==> src/rtl/core/hs_pkg.sv <==
// shared types and constants of the heap sorter
`timescale 1ns / 1ps
`default_nettype none

package hs_pkg;

  localparam int unsigned VALUE_W          = 32;
  localparam int unsigned RANK_W           = 6;
  localparam int unsigned MAX_ELEMENTS_DEF = 64;

  // element store read address source
  typedef enum logic [2:0] {
    RD_POS,
    RD_KID_LEFT,
    RD_KID_RIGHT,
    RD_ROOT,
    RD_ITER,
    RD_OUT
  } hs_rd_e;

  // element store write address and data source
  typedef enum logic [1:0] {
    WR_POS_CHILD,
    WR_POS_HELD,
    WR_ROOT_RDATA,
    WR_ITER_HELD
  } hs_wr_e;

  typedef struct packed {
    logic   accept;
    hs_rd_e rd_sel;
    logic   wr_en;
    hs_wr_e wr_sel;
    logic   held_ld;
    logic   cval_ld_left;
    logic   cval_ld_right;
    logic   step_down;
    logic   sift_build;
    logic   sift_extract;
    logic   iter_ld_half;
    logic   iter_ld_count;
    logic   out_k_clr;
    logic   out_k_inc;
    logic   out_load;
    logic   set_clear;
  } hs_cmd_t;

  typedef struct packed {
    logic kid_gt_size;
    logic kid_lt_size;
    logic held_lt_cval;
    logic iter_zero;
    logic iter_lt2;
    logic out_free;
    logic out_last;
  } hs_sts_t;

endpackage

`default_nettype wire

==> src/rtl/core/hs_if.sv <==
// valid/ready channel interfaces for sorter input and output
`timescale 1ns / 1ps
`default_nettype none

interface hs_in_if;
  logic        valid;
  logic        ready;
  logic [31:0] sample_value;
  logic        is_final;

  modport source (output valid, output sample_value, output is_final, input ready);
  modport sink   (input valid, input sample_value, input is_final, output ready);
endinterface

interface hs_out_if;
  logic        valid;
  logic        ready;
  logic [31:0] sorted_value;
  logic [5:0]  rank;
  logic        final_out;
  logic        overflowed;

  modport source (output valid, output sorted_value, output rank, output final_out,
                  output overflowed, input ready);
  modport sink   (input valid, input sorted_value, input rank, input final_out,
                  input overflowed, output ready);
endinterface

`default_nettype wire

==> src/rtl/core/heap_sorter_core.sv <==
// heap sorter top level: collects a set, heapsorts it in place, streams it out ascending
//
//   channel  dir  handshake     payload
//   in_i     in   valid/ready   sample_value[31:0] signed, is_final
//   out_o    out  valid/ready   sorted_value[31:0] signed, rank[5:0], final_out, overflowed
//
// collecting accepts one transaction per cycle; a final transaction starts the sort
// each sift-down level tests, reads the left and any right child, then compares
// the store is read at most once per cycle; results are read and loaded one by one
// no input is taken from the final transaction until the last result is loaded
// reset clears the count and overflow flag; the element store needs no clearing
// out_o.ready low while a result waits holds the sequencer before the next result is read
`timescale 1ns / 1ps
`default_nettype none

module heap_sorter_core #(
  parameter int unsigned MAX_ELEMENTS = hs_pkg::MAX_ELEMENTS_DEF
) (
  input  wire logic clk_i,
  input  wire logic rst_ni,
  hs_in_if.sink     in_i,
  hs_out_if.source  out_o
);
  import hs_pkg::*;

  hs_cmd_t cmd;
  hs_sts_t sts;

  hs_ctrl u_ctrl (
    .clk_i      (clk_i),
    .rst_ni     (rst_ni),
    .in_valid_i (in_i.valid),
    .in_final_i (in_i.is_final),
    .in_ready_o (in_i.ready),
    .cmd_o      (cmd),
    .sts_i      (sts)
  );

  hs_datapath #(
    .MAX_ELEMENTS (MAX_ELEMENTS)
  ) u_datapath (
    .clk_i       (clk_i),
    .rst_ni      (rst_ni),
    .cmd_i       (cmd),
    .sts_o       (sts),
    .in_value_i  (in_i.sample_value),
    .out_ready_i (out_o.ready),
    .out_valid_o (out_o.valid),
    .out_value_o (out_o.sorted_value),
    .out_rank_o  (out_o.rank),
    .out_final_o (out_o.final_out),
    .out_ovf_o   (out_o.overflowed)
  );

endmodule

`default_nettype wire

==> src/rtl/core/hs_datapath.sv <==
// element store, sift-down registers and output register of the heap sorter
`timescale 1ns / 1ps
`default_nettype none

module hs_datapath #(
  parameter int unsigned MAX_ELEMENTS = hs_pkg::MAX_ELEMENTS_DEF
) (
  input  wire logic           clk_i,
  input  wire logic           rst_ni,
  input  wire hs_pkg::hs_cmd_t cmd_i,
  output hs_pkg::hs_sts_t     sts_o,
  input  wire logic [31:0]    in_value_i,
  input  wire logic           out_ready_i,
  output logic                out_valid_o,
  output logic [31:0]         out_value_o,
  output logic [5:0]          out_rank_o,
  output logic                out_final_o,
  output logic                out_ovf_o
);
  import hs_pkg::*;

  localparam int unsigned AW = $clog2(MAX_ELEMENTS);
  localparam int unsigned CW = $clog2(MAX_ELEMENTS + 1);
  localparam int unsigned KW = CW + 1;

  logic [VALUE_W-1:0] mem_q [MAX_ELEMENTS];
  logic [VALUE_W-1:0] rdata_q;

  logic [CW-1:0]      count_q;
  logic               drop_q;
  logic [CW-1:0]      pos_q;
  logic [CW-1:0]      size_q;
  logic [KW-1:0]      kid_q;
  logic [CW-1:0]      cidx_q;
  logic [CW-1:0]      iter_q;
  logic [VALUE_W-1:0] held_q;
  logic [VALUE_W-1:0] cval_q;
  logic [AW-1:0]      out_k_q;

  logic               out_valid_q;
  logic [VALUE_W-1:0] out_value_q;
  logic [RANK_W-1:0]  out_rank_q;
  logic               out_final_q;
  logic               out_ovf_q;

  logic               full;
  logic [AW-1:0]      raddr;
  logic               we;
  logic [AW-1:0]      waddr;
  logic [VALUE_W-1:0] wdata;

  assign full = (count_q == CW'(MAX_ELEMENTS));

  always_comb begin
    unique case (cmd_i.rd_sel)
      RD_POS:       raddr = AW'(pos_q - CW'(1));
      RD_KID_LEFT:  raddr = AW'(kid_q - KW'(1));
      RD_KID_RIGHT: raddr = AW'(kid_q);
      RD_ROOT:      raddr = '0;
      RD_ITER:      raddr = AW'(iter_q - CW'(1));
      RD_OUT:       raddr = out_k_q;
      default:      raddr = '0;
    endcase
  end

  // an accepted input item takes priority; the sorter never writes while collecting
  always_comb begin
    we    = 1'b0;
    waddr = AW'(count_q);
    wdata = in_value_i;
    if (cmd_i.accept) begin
      we = !full;
    end else if (cmd_i.wr_en) begin
      we = 1'b1;
      unique case (cmd_i.wr_sel)
        WR_POS_CHILD: begin
          waddr = AW'(pos_q - CW'(1));
          wdata = cval_q;
        end
        WR_POS_HELD: begin
          waddr = AW'(pos_q - CW'(1));
          wdata = held_q;
        end
        WR_ROOT_RDATA: begin
          waddr = '0;
          wdata = rdata_q;
        end
        WR_ITER_HELD: begin
          waddr = AW'(iter_q - CW'(1));
          wdata = held_q;
        end
        default: begin
          waddr = '0;
          wdata = held_q;
        end
      endcase
    end
  end

  always_ff @(posedge clk_i) begin
    if (we) begin
      mem_q[waddr] <= wdata;
    end
    rdata_q <= mem_q[raddr];
  end

  always_ff @(posedge clk_i or negedge rst_ni) begin
    if (!rst_ni) begin
      count_q     <= '0;
      drop_q      <= 1'b0;
      out_valid_q <= 1'b0;
    end else begin
      if (cmd_i.accept) begin
        if (full) begin
          drop_q <= 1'b1;
        end else begin
          count_q <= count_q + CW'(1);
        end
      end else if (cmd_i.set_clear) begin
        count_q <= '0;
        drop_q  <= 1'b0;
      end
      if (cmd_i.out_load) begin
        out_valid_q <= 1'b1;
      end else if (out_ready_i) begin
        out_valid_q <= 1'b0;
      end
    end
  end

  always_ff @(posedge clk_i) begin
    if (cmd_i.held_ld) begin
      held_q <= rdata_q;
    end
    if (cmd_i.cval_ld_left) begin
      cval_q <= rdata_q;
      cidx_q <= CW'(kid_q);
    end else if (cmd_i.cval_ld_right && ($signed(cval_q) < $signed(rdata_q))) begin
      cval_q <= rdata_q;
      cidx_q <= CW'(kid_q + KW'(1));
    end
    if (cmd_i.step_down) begin
      pos_q <= cidx_q;
      kid_q <= {cidx_q, 1'b0};
    end else if (cmd_i.sift_build) begin
      pos_q  <= iter_q;
      size_q <= count_q;
      kid_q  <= {iter_q, 1'b0};
      iter_q <= iter_q - CW'(1);
    end else if (cmd_i.sift_extract) begin
      pos_q  <= CW'(1);
      size_q <= iter_q - CW'(1);
      kid_q  <= KW'(2);
      iter_q <= iter_q - CW'(1);
    end else if (cmd_i.iter_ld_half) begin
      iter_q <= count_q >> 1;
    end else if (cmd_i.iter_ld_count) begin
      iter_q <= count_q;
    end
    if (cmd_i.out_k_clr) begin
      out_k_q <= '0;
    end else if (cmd_i.out_k_inc) begin
      out_k_q <= out_k_q + AW'(1);
    end
    if (cmd_i.out_load) begin
      out_value_q <= rdata_q;
      out_rank_q  <= RANK_W'(out_k_q);
      out_final_q <= sts_o.out_last;
      out_ovf_q   <= drop_q;
    end
  end

  assign sts_o.kid_gt_size  = (kid_q > {1'b0, size_q});
  assign sts_o.kid_lt_size  = (kid_q < {1'b0, size_q});
  assign sts_o.held_lt_cval = ($signed(held_q) < $signed(cval_q));
  assign sts_o.iter_zero    = (iter_q == '0);
  assign sts_o.iter_lt2     = (iter_q < CW'(2));
  assign sts_o.out_free     = !out_valid_q || out_ready_i;
  assign sts_o.out_last     = ((CW'(out_k_q) + CW'(1)) == count_q);

  assign out_valid_o = out_valid_q;
  assign out_value_o = out_value_q;
  assign out_rank_o  = out_rank_q;
  assign out_final_o = out_final_q;
  assign out_ovf_o   = out_ovf_q;

  a_count_bound : assert property (@(posedge clk_i) disable iff (!rst_ni)
    count_q <= CW'(MAX_ELEMENTS))
    else $error("element count beyond store capacity");

  a_no_overwrite : assert property (@(posedge clk_i) disable iff (!rst_ni)
    cmd_i.out_load |-> !out_valid_q)
    else $error("output register loaded while a result still waits");

  a_count_step : assert property (@(posedge clk_i) disable iff (!rst_ni)
    (cmd_i.accept && !full) |=> (count_q == $past(count_q) + CW'(1)))
    else $error("stored element not counted");

endmodule

`default_nettype wire

==> src/rtl/core/hs_ctrl.sv <==
// sequencing state machine of the heap sorter
`timescale 1ns / 1ps
`default_nettype none

module hs_ctrl (
  input  wire logic            clk_i,
  input  wire logic            rst_ni,
  input  wire logic            in_valid_i,
  input  wire logic            in_final_i,
  output logic                 in_ready_o,
  output hs_pkg::hs_cmd_t      cmd_o,
  input  wire hs_pkg::hs_sts_t sts_i
);
  import hs_pkg::*;

  localparam logic [3:0] ST_COLLECT  = 4'd0;
  localparam logic [3:0] ST_B_START  = 4'd1;
  localparam logic [3:0] ST_B_NEXT   = 4'd2;
  localparam logic [3:0] ST_HELD_RD  = 4'd3;
  localparam logic [3:0] ST_HELD_CAP = 4'd4;
  localparam logic [3:0] ST_TEST     = 4'd5;
  localparam logic [3:0] ST_LEFT     = 4'd6;
  localparam logic [3:0] ST_RIGHT    = 4'd7;
  localparam logic [3:0] ST_CMP      = 4'd8;
  localparam logic [3:0] ST_PUT      = 4'd9;
  localparam logic [3:0] ST_X_NEXT   = 4'd10;
  localparam logic [3:0] ST_X_RDI    = 4'd11;
  localparam logic [3:0] ST_X_WR0    = 4'd12;
  localparam logic [3:0] ST_X_WRI    = 4'd13;
  localparam logic [3:0] ST_O_RD     = 4'd14;
  localparam logic [3:0] ST_O_LD     = 4'd15;

  localparam logic PH_BUILD   = 1'b0;
  localparam logic PH_EXTRACT = 1'b1;

  logic [3:0] state_q, state_d;
  logic       phase_q, phase_d;

  always_comb begin
    state_d    = state_q;
    phase_d    = phase_q;
    cmd_o      = '0;
    in_ready_o = 1'b0;
    unique case (state_q)
      ST_COLLECT: begin
        in_ready_o   = 1'b1;
        cmd_o.accept = in_valid_i;
        if (in_valid_i && in_final_i) begin
          state_d = ST_B_START;
        end
      end
      ST_B_START: begin
        cmd_o.iter_ld_half = 1'b1;
        state_d            = ST_B_NEXT;
      end
      ST_B_NEXT: begin
        if (sts_i.iter_zero) begin
          cmd_o.iter_ld_count = 1'b1;
          state_d             = ST_X_NEXT;
        end else begin
          cmd_o.sift_build = 1'b1;
          phase_d          = PH_BUILD;
          state_d          = ST_HELD_RD;
        end
      end
      ST_HELD_RD: begin
        cmd_o.rd_sel = RD_POS;
        state_d      = ST_HELD_CAP;
      end
      ST_HELD_CAP: begin
        cmd_o.held_ld = 1'b1;
        state_d       = ST_TEST;
      end
      ST_TEST: begin
        if (sts_i.kid_gt_size) begin
          state_d = ST_PUT;
        end else begin
          cmd_o.rd_sel = RD_KID_LEFT;
          state_d      = ST_LEFT;
        end
      end
      ST_LEFT: begin
        cmd_o.cval_ld_left = 1'b1;
        if (sts_i.kid_lt_size) begin
          cmd_o.rd_sel = RD_KID_RIGHT;
          state_d      = ST_RIGHT;
        end else begin
          state_d = ST_CMP;
        end
      end
      ST_RIGHT: begin
        cmd_o.cval_ld_right = 1'b1;
        state_d             = ST_CMP;
      end
      ST_CMP: begin
        // larger child moves up one level, held value keeps sinking
        if (sts_i.held_lt_cval) begin
          cmd_o.wr_en     = 1'b1;
          cmd_o.wr_sel    = WR_POS_CHILD;
          cmd_o.step_down = 1'b1;
          state_d         = ST_TEST;
        end else begin
          state_d = ST_PUT;
        end
      end
      ST_PUT: begin
        cmd_o.wr_en  = 1'b1;
        cmd_o.wr_sel = WR_POS_HELD;
        state_d      = (phase_q == PH_BUILD) ? ST_B_NEXT : ST_X_NEXT;
      end
      ST_X_NEXT: begin
        if (sts_i.iter_lt2) begin
          cmd_o.out_k_clr = 1'b1;
          state_d         = ST_O_RD;
        end else begin
          cmd_o.rd_sel = RD_ROOT;
          state_d      = ST_X_RDI;
        end
      end
      ST_X_RDI: begin
        cmd_o.rd_sel  = RD_ITER;
        cmd_o.held_ld = 1'b1;
        state_d       = ST_X_WR0;
      end
      ST_X_WR0: begin
        cmd_o.wr_en  = 1'b1;
        cmd_o.wr_sel = WR_ROOT_RDATA;
        state_d      = ST_X_WRI;
      end
      ST_X_WRI: begin
        cmd_o.wr_en        = 1'b1;
        cmd_o.wr_sel       = WR_ITER_HELD;
        cmd_o.sift_extract = 1'b1;
        phase_d            = PH_EXTRACT;
        state_d            = ST_HELD_RD;
      end
      ST_O_RD: begin
        if (sts_i.out_free) begin
          cmd_o.rd_sel = RD_OUT;
          state_d      = ST_O_LD;
        end
      end
      ST_O_LD: begin
        cmd_o.out_load = 1'b1;
        if (sts_i.out_last) begin
          cmd_o.set_clear = 1'b1;
          state_d         = ST_COLLECT;
        end else begin
          cmd_o.out_k_inc = 1'b1;
          state_d         = ST_O_RD;
        end
      end
      default: begin
        state_d = ST_COLLECT;
      end
    endcase
  end

  always_ff @(posedge clk_i or negedge rst_ni) begin
    if (!rst_ni) begin
      state_q <= ST_COLLECT;
      phase_q <= PH_BUILD;
    end else begin
      state_q <= state_d;
      phase_q <= phase_d;
    end
  end

  a_final_starts_sort : assert property (@(posedge clk_i) disable iff (!rst_ni)
    (in_valid_i && in_ready_o && in_final_i) |=> (state_q == ST_B_START))
    else $error("final transaction did not start the sort");

  a_load_after_read : assert property (@(posedge clk_i) disable iff (!rst_ni)
    (state_q == ST_O_LD) |-> ($past(state_q) == ST_O_RD))
    else $error("result loaded without a preceding store read");

endmodule

`default_nettype wire

==> src/flat_wrapper.sv <==
// flat-port wrapper written by rule: the top's interface ports become plain ports
module heap_sorter_core_flat import hs_pkg::*;
#(
  parameter int unsigned MAX_ELEMENTS = hs_pkg::MAX_ELEMENTS_DEF
)
  (clk_i, rst_ni, in_i_valid, in_i_sample_value, in_i_is_final, in_i_ready, out_o_valid, out_o_sorted_value, out_o_rank, out_o_final_out, out_o_overflowed, out_o_ready);
  hs_in_if in_i_i ();
  hs_out_if out_o_i ();
  input  wire logic clk_i;
  input  wire logic rst_ni;
  input wire logic [$bits(in_i_i.valid)-1:0] in_i_valid;
  input wire logic [$bits(in_i_i.sample_value)-1:0] in_i_sample_value;
  input wire logic [$bits(in_i_i.is_final)-1:0] in_i_is_final;
  output wire logic [$bits(in_i_i.ready)-1:0] in_i_ready;
  output wire logic [$bits(out_o_i.valid)-1:0] out_o_valid;
  output wire logic [$bits(out_o_i.sorted_value)-1:0] out_o_sorted_value;
  output wire logic [$bits(out_o_i.rank)-1:0] out_o_rank;
  output wire logic [$bits(out_o_i.final_out)-1:0] out_o_final_out;
  output wire logic [$bits(out_o_i.overflowed)-1:0] out_o_overflowed;
  input wire logic [$bits(out_o_i.ready)-1:0] out_o_ready;
  assign in_i_i.valid = in_i_valid;
  assign in_i_i.sample_value = in_i_sample_value;
  assign in_i_i.is_final = in_i_is_final;
  assign in_i_ready = in_i_i.ready;
  assign out_o_valid = out_o_i.valid;
  assign out_o_sorted_value = out_o_i.sorted_value;
  assign out_o_rank = out_o_i.rank;
  assign out_o_final_out = out_o_i.final_out;
  assign out_o_overflowed = out_o_i.overflowed;
  assign out_o_i.ready = out_o_ready;
  heap_sorter_core #(.MAX_ELEMENTS(MAX_ELEMENTS)) u_core (.clk_i(clk_i), .rst_ni(rst_ni), .in_i(in_i_i), .out_o(out_o_i));
endmodule
==> config.mk <==
export PLATFORM = sky130hd
export DESIGN_NAME = heap_sorter_core_flat
export DESIGN_NICKNAME = d
export VERILOG_FILES = /design/src/rtl/core/hs_pkg.sv /design/src/rtl/core/hs_if.sv /design/src/rtl/core/heap_sorter_core.sv /design/src/rtl/core/hs_datapath.sv /design/src/rtl/core/hs_ctrl.sv /design/src/flat_wrapper.sv
export SDC_FILE = /design/constraint.sdc
export NUM_CORES = 2
export LEC_CHECK = 0
export ABC_AREA = 1
export ABC_CLOCK_PERIOD_IN_PS = 6000
export BUFFER_PORTS_ARGS = -buffer_cell sky130_fd_sc_hd__buf_2
export CORE_MARGIN = 2
export CORE_UTILIZATION = 45
export CTS_CLUSTER_SIZE = 12
export DETAILED_ROUTE_END_ITERATION = 8
export GPL_TIMING_DRIVEN = 0
export PLACE_DENSITY = 0.57
export SLEW_MARGIN = 0
export SYNTH_ARGS = -nofsm -noshare
export SYNTH_HDL_FRONTEND = slang
export SYNTH_SLANG_ARGS = --single-unit
==> constraint.sdc <==
create_clock -name clk_i -period 6 [get_ports clk_i]
set_input_delay 1.2 -clock clk_i [delete_from_list [all_inputs] [get_ports clk_i]]
set_output_delay 1.2 -clock clk_i [all_outputs]
set_load 0.01 [all_outputs]
# Word-level counts from Yosys, hierarchy flattened
# Memories as Yosys holds them, arrays and structs flattened. A register that Yosys moved wholly into a read port is not among the register bits.
# Cells that the tools add are included.
# W data, S select, Z words.
dict set report op_classes {
  addsub 7
  magnitude_cmp 5
  n_eq_ne 29
  muxes 72
  n_bitwise 1
  n_reduce_logical 25
}
# operator n
set ops {}
lappend ops {{$mux W32} 4}
lappend ops {{$pmux W32 S3} 1}
lappend ops {{$mux W7} 11}
lappend ops {{$lt A32 B32 Y1} 2}
lappend ops {{$pmux W4 S16} 1}
lappend ops {{$eq A4 B4 Y1 const B} 8}
lappend ops {{$mux W4} 8}
lappend ops {{$mux W6} 5}
lappend ops {{$pmux W6 S5} 1}
lappend ops {{$mux W1} 28}
lappend ops {{$mux W8} 3}
lappend ops {{$pmux W6 S3} 1}
lappend ops {{$eq A4 B3 Y1 const B} 4}
lappend ops {{$pmux W3 S5} 1}
lappend ops {{$add A7 B1 Y7 const B} 2}
lappend ops {{$mux W3} 4}
lappend ops {{$pmux W3 S4} 1}
lappend ops {{$reduce_and A2 Y1} 6}
lappend ops {{$sub A6 B1 Y6 const B} 2}
lappend ops {{$reduce_bool A2 Y1} 5}
lappend ops {{$eq A4 B2 Y1 const B} 2}
lappend ops {{$gt A8 B7 Y1} 1}
lappend ops {{$lt A8 B7 Y1} 1}
lappend ops {{$ne A2 B2 Y1 const B} 4}
lappend ops {{other kinds (26)} 33}
dict set report totals {
  ff_bits 158
  ram_bits 2048
  input_bits 37
  wordCells 158
  n_memories 1
}
# name depth width rd rd_clocked_by_memory_dff write_ports line_no
set mem_list {}
lappend mem_list {u_core.u_datapath.mem_q 64 32 1 1 1 hs_datapath.sv:26} ;# logic [VALUE_W-1:0] mem_q [MAX_ELEMENTS];

# Depth between registers and ports, before layout
dict set report logic_depth {
  ltp_word 8
  depth_mapped 23
  mapped_depth_nobuf 22
}

# Modules after synthesis
# Synthesis repeated with hierarchy kept, for this count alone.
dict set report hier_totals {
  hier_cells 9099
  area_unflattened_um2 97738.7
}
# mod instances cells_per_inst area_each_um2 seq_area_each_um2
set modules_own_cells {}
lappend modules_own_cells {hs_datapath 1 9007 97195.7 66448.7}
lappend modules_own_cells {hs_ctrl 1 92 543.0 125.1}

# Least setup slack after synthesis
# OpenSTA, ideal clock, no wires.
dict set report synth_timing {
  path_type {register to register}
  startpoint {register u_core.u_datapath.held_q[19]}
  endpoint {memory u_core.u_datapath.mem_q[0][0], data pin}
  setup_ps 702
  arrival_time_ps 4632
  path_slack_ps 666
  stages_incl_launch_ff 15
  path_buffers 2
  period_less_slack_ps 5334
  path_cell_list {edfxtp_1 -> ha_1 -> a21oi_1 -> o21ai_0 -> nand2_1 -> o211ai_1 -> a21oi_1 -> nand2_1 -> nand2_1 -> nand3_1 -> nand2_1 -> inv_1 -> clkbuf_1 -> buf_1 -> o21ai_0}
}
dict set report synth_via {
  elab_chain_cells 5
}
# element line_no
set synth_lines {}
lappend synth_lines {{start: declaration} hs_datapath.sv:36} ;# logic [VALUE_W-1:0] held_q;
lappend synth_lines {{start signal: assignment} hs_datapath.sv:133} ;# held_q <= rdata_q;
lappend synth_lines {{$lt A32 B32 Y1} hs_datapath.sv:175} ;# assign sts_o.held_lt_cval = ($signed(held_q) < $signed(cval_q));
lappend synth_lines {{$mux W3} hs_ctrl.sv:97} ;# if (sts_i.held_lt_cval) begin
lappend synth_lines {{$pmux W3 S4} hs_ctrl.sv:44} ;# unique case (state_q)
lappend synth_lines {{$mux W32} hs_datapath.sv:73} ;# end else if (cmd_i.wr_en) begin
lappend synth_lines {{$mux W32} hs_datapath.sv:71} ;# if (cmd_i.accept) begin
lappend synth_lines {{net u_core.u_datapath.wdata[0]} hs_datapath.sv:50} ;# logic [VALUE_W-1:0] wdata;
lappend synth_lines {{end: declaration} hs_datapath.sv:26}
# The timed path passes the listed nets, and every way through them passes these cells.

# Final worst setup path
dict set report layout_timing {
  startpoint {register u_core.u_datapath.pos_q[4]}
  endpoint {register u_core.u_datapath.rdata_q[14] (read register of u_core.u_datapath.mem_q)}
}
dict set report layout_via {
  elab_chain_cells 2
}
# element line_no
set layout_lines {}
lappend layout_lines {{start: declaration} hs_datapath.sv:31} ;# logic [CW-1:0] pos_q;
lappend layout_lines {{start signal: assignment} hs_datapath.sv:143} ;# pos_q <= cidx_q;
lappend layout_lines {{start signal: assignment} hs_datapath.sv:146} ;# pos_q <= iter_q;
lappend layout_lines {{$sub A6 B1 Y6} hs_datapath.sv:56} ;# RD_POS: raddr = AW'(pos_q - CW'(1));
lappend layout_lines {{$pmux W6 S5} hs_datapath.sv:55} ;# unique case (cmd_i.rd_sel)
lappend layout_lines {{end: declaration} hs_datapath.sv:27} ;# logic [VALUE_W-1:0] rdata_q;
# No other way between the ends.
# A chain may end at the register's enable or synchronous reset.

==> impl_metrics.tcl <==
set metrics [dict create \
    worst_pin_slew_ns 1.49 \
    synth_top_family_by_area "simple AND/OR/NAND/NOR gates" \
    hp-class "in2async" \
    synth_top_area_frac 0.659 \
    syn_nets 9224 \
    slew_headroom 0.00794 \
    grt_pass1_wl_um 519000 \
    port_buffers 78 \
    first_pass_iters 8 \
    grt_pass1_vias 67800 \
    synth_edf_count 2180 \
    synthFlopType "edfxtp_1" \
    clkPwrFrac 0.436 \
    nFillCells 19300 \
    switching_share 0.212 \
    clkTransAtPathRegs_ns 0.06 \
    h-tree-depth 4 \
    syn_inst 9114 \
    insertion_delay_ns 0.92 \
    reg2reg_depth 20 \
    hold-worst-slack_ns 0.192 \
    status "finished, violations left" \
    start_util 0.452 \
    hpwl_um 275000 \
    syn_to_final_growth_pct 15.2 \
    yosys-top-cells-area "edfxtp_1 66%, nand3_1 11%, inv_1 5.8%" \
    yosys-top-cells-count "2210 x nand3_1, 2180 x edfxtp_1, 1522 x inv_1, 1429 x nand2_1, 674 x nand3b_1" \
    multi_input_area_mm2 0.0254 \
    design.die.area_mm2 0.224 \
    violations "DRC, setup timing" \
    yosysTopAreaCell "edfxtp_1" \
    cp.arrival_ns 6.76 \
    wl_per_cell_um 29.9 \
    pwr-share-comb 0.017 \
    p_per_area_mw_per_mm2 273 \
    ant_nets 0 \
    pre_cts_ws_ns -0.195 \
    setup_ws_ns -0.0303 \
    fin_crit_sh 1.01 \
    cts_inserted_buffers 230 \
    ir_drop_uv 341 \
    synth_area_mm2 0.0993 \
    ys_seq_area_frac 0.671 \
    clock_sinks 2232 \
    cpPeakStageDelay_ns 0.80 \
    antenna_found_initial 32 \
    ios 79 \
    slowest_stage "nor2_4" \
    fmaxAchievable_mhz 166 \
    path_delay_family "simple AND/OR/NAND/NOR gates" \
    synthArstFlopShare 0.00627 \
    row_count 172 \
    synth_mux_area_frac 0 \
    vias 73500 \
    power_frac_seq 0.547 \
    cap_violations 0 \
    drive_gt1_frac 0.0927 \
    maxSlewViolCount 0 \
    rr_endpoint "u_core.u_datapath.rdata_q[14]$_DFF_P_" \
    syn_avg_cell_area_um2 10.9 \
    regArea_mm2 0.0666 \
    leakage_nw 45.1 \
    gr-total-overflow 0 \
    yosys_warnings 0 \
    worstSetupPathType "reg2reg" \
    die_x_um 474 \
    drt_wl_total_um 378000 \
    synth-seq-cells 2232 \
    synth_fa_ha_area_frac 0.00920 \
    yosysUniqueCellTypes 42 \
    synth-xor-area-share 0.00159 \
    fp.dieH_um 474 \
    crit_path_frequent_cell "nand2_1" \
    cts_hold_buf 0 \
    final_util 0.521 \
    clockBufferDepth 3 \
    setup_viol 3 \
    intPower_mw 24.6 \
    vias_per_cell 5.82 \
    fin_skew_ns 0.0567 \
    period_needed_ns 6.03 \
    nNetsFinal 9690 \
    reg2reg_slack_ns -0.03 \
    required_ns 6.73 \
    synth_compound_area_frac 0.0118 \
    start_kind "flop" \
    cts-root-buf "clkbuf_16" \
    crit_buf_inv 4 \
    synth-simple-area-share 0.224 \
    critPathMaxFanout 10 \
    synthMostInstantiatedCell "nand3_1" \
    drc_errors 2 \
    end_kind "flop" \
    cts_tree "yes" \
    finalHoldViolations 0 \
    grt_max_degree 34 \
    gp_congestion 1.06 \
    switchingPower_mw 6.62 \
    crit_chain "ha_1, nand2_1, nor2_2, nand2_1, nand2_1, nand2_1, nand2_1, inv_2, nor2_4, nand2_4, inv_2, buf_2, buf_2, nand2_1, nand3_1, nand3_1, nand3_1, nand3_1, nand3_1, nand2_1" \
    rsz0062_at_grt "false" \
    r2r-start "u_core.u_datapath.pos_q[4]$_DFFE_PP_" \
    core_area_mm2 0.220 \
    track_usage 0.332 \
    tns_ns -0.0499 \
    drt_iter0_drc 10600 \
]
worst max-delay path by stage:
stage | start | endpoint | slack [ns] | cells past startpoint
floorplan | u_core.u_datapath.held_q[19]$_DFFE_PP_ | u_core.u_datapath.mem_q[0][0]$_DFFE_PP_ | 0.67 | 14
global placement | u_core.u_datapath.cval_q[1]$_DFFE_PP_ | u_core.u_datapath.mem_q[32][6]$_DFFE_PP_ | -8.51 | 18
detailed placement | out_o_ready | u_core.u_datapath.rdata_q[6]$_DFF_P_ | -0.19 | 18
CTS | u_core.u_datapath.pos_q[2]$_DFFE_PP_ | u_core.u_datapath.rdata_q[1]$_DFF_P_ | 0.13 | 17
global route | u_core.u_datapath.pos_q[4]$_DFFE_PP_ | u_core.u_datapath.rdata_q[7]$_DFF_P_ | 0.07 | 20
finish | u_core.u_datapath.pos_q[4]$_DFFE_PP_ | u_core.u_datapath.rdata_q[14]$_DFF_P_ | -0.03 | 20
power by group through the flow:
| stage | registers, mW | clock network, mW | logic (mW) |
|---|---|---|---|
| finish | 17.1 | 13.6 | 0.530 |
| global placement | 17.6 | 0 | 0.360 |
| detailed placement | 17.4 | 0 | 0.516 |
| CTS | 17.1 | 13.7 | 0.517 |
| global route | 17.1 | 14.2 | 0.531 |
| floorplan | 17.4 | 0 | 0.111 |
metal layers:
layer / GRT usage / wire, um
met1: 0.441 / 146000
met2: 0.505 / 166000
met3: 0.0781 / 41600
met4: 0.176 / 24000
met5: 0 / 123
what timing repair did:
action / in CTS / in global routing
buffers inserted: 3 / 2
pin swaps: 1 / 1
cloned: 0 / 1
resized for setup: 0 / 6
setup endpoints to repair: 5 / 31
placed cells by master (no fill, tap or decap), types with 5 or more instances in the layout:
| cell type | count |
|---|---|
| nor3_1 | 10 |
| buf_1 | 65 |
| inv_2 | 7 |
| a21oi_1 | 76 |
| clkbuf_1 | 294 |
| nor4_1 | 5 |
| o22ai_1 | 5 |
| nand2_1 | 1427 |
| o21ai_4 | 32 |
| dfxtp_1 | 38 |
| bufinv_16 | 7 |
| nand3b_1 | 674 |
| o21ai_0 | 75 |
| ha_1 | 73 |
| dfrtp_1 | 14 |
| clkbuf_16 | 231 |
| clkinv_1 | 64 |
| inv_1 | 1522 |
| a211oi_1 | 6 |
| xnor2_1 | 6 |
| clkinv_8 | 6 |
| buf_4 | 11 |
| xor2_1 | 12 |
| buf_2 | 326 |
| nand2_2 | 6 |
| nand4_1 | 13 |
| buf_12 | 125 |
| o211ai_1 | 9 |
| edfxtp_1 | 2180 |
| nor2_2 | 5 |
| buf_16 | 27 |
| nor2_4 | 66 |
| nand3_1 | 2209 |
| nor2_1 | 64 |
| clkinv_2 | 28 |
| clkbuf_8 | 5 |
stage by stage:
stage          cell area, um^2  total power [mW]  cells
2_1_floorplan            99300              17.6   9114
3_3_place_gp            103000              17.9  12100
3_5_place_dp            107000              17.9  12200
4_1_cts                 114000              31.2  12600
5_1_grt                 114000              31.8  12600
6_report                114000              31.2  12600
cell families (layout without fill, tap and decap cells):
kind of cell / after synthesis / in the layout
buf+inv: 2089 / 2734
xor+xnor: 18 / 18
other cells: 0 / 3
simple gates: 4485 / 4486
compound gates: 217 / 217
fa+ha+maj: 73 / 73
flops: 2232 / 2232
state kept, by name (all words and copies together) (netlist names), 2 cells and up:
register                       cells
u_core.u_datapath.count_q          7
u_core.u_datapath.cidx_q           7
u_core.u_datapath.mem_q         2048
u_core.u_datapath.size_q           7
u_core.u_datapath.out_rank_o       6
u_core.u_datapath.cval_q          32
u_core.u_datapath.held_q          32
u_core.u_datapath.iter_q           7
u_core.u_ctrl.state_q              4
u_core.u_datapath.kid_q            2
u_core.u_datapath.out_value_o     32
u_core.u_datapath.rdata_q         32
u_core.u_datapath.out_k_q          6
u_core.u_datapath.pos_q            5
area by class of cell:
| class | instances | area share |
|---|---|---|
| Clock buffer | 299 | 0.0532 |
| Antenna cell | 3 | 0.0000657 |
| Tap cell | 2871 | 0.0314 |
| Timing Repair Buffer | 233 | 0.0320 |
| Clock inverter | 113 | 0.00722 |
| Buffer | 559 | 0.0216 |
| Sequential cell | 2232 | 0.582 |
| Inverter | 1530 | 0.0503 |
| Multi-Input combinational cell | 4794 | 0.222 |
No activity file was read; power rests on OpenSTA's default activity.
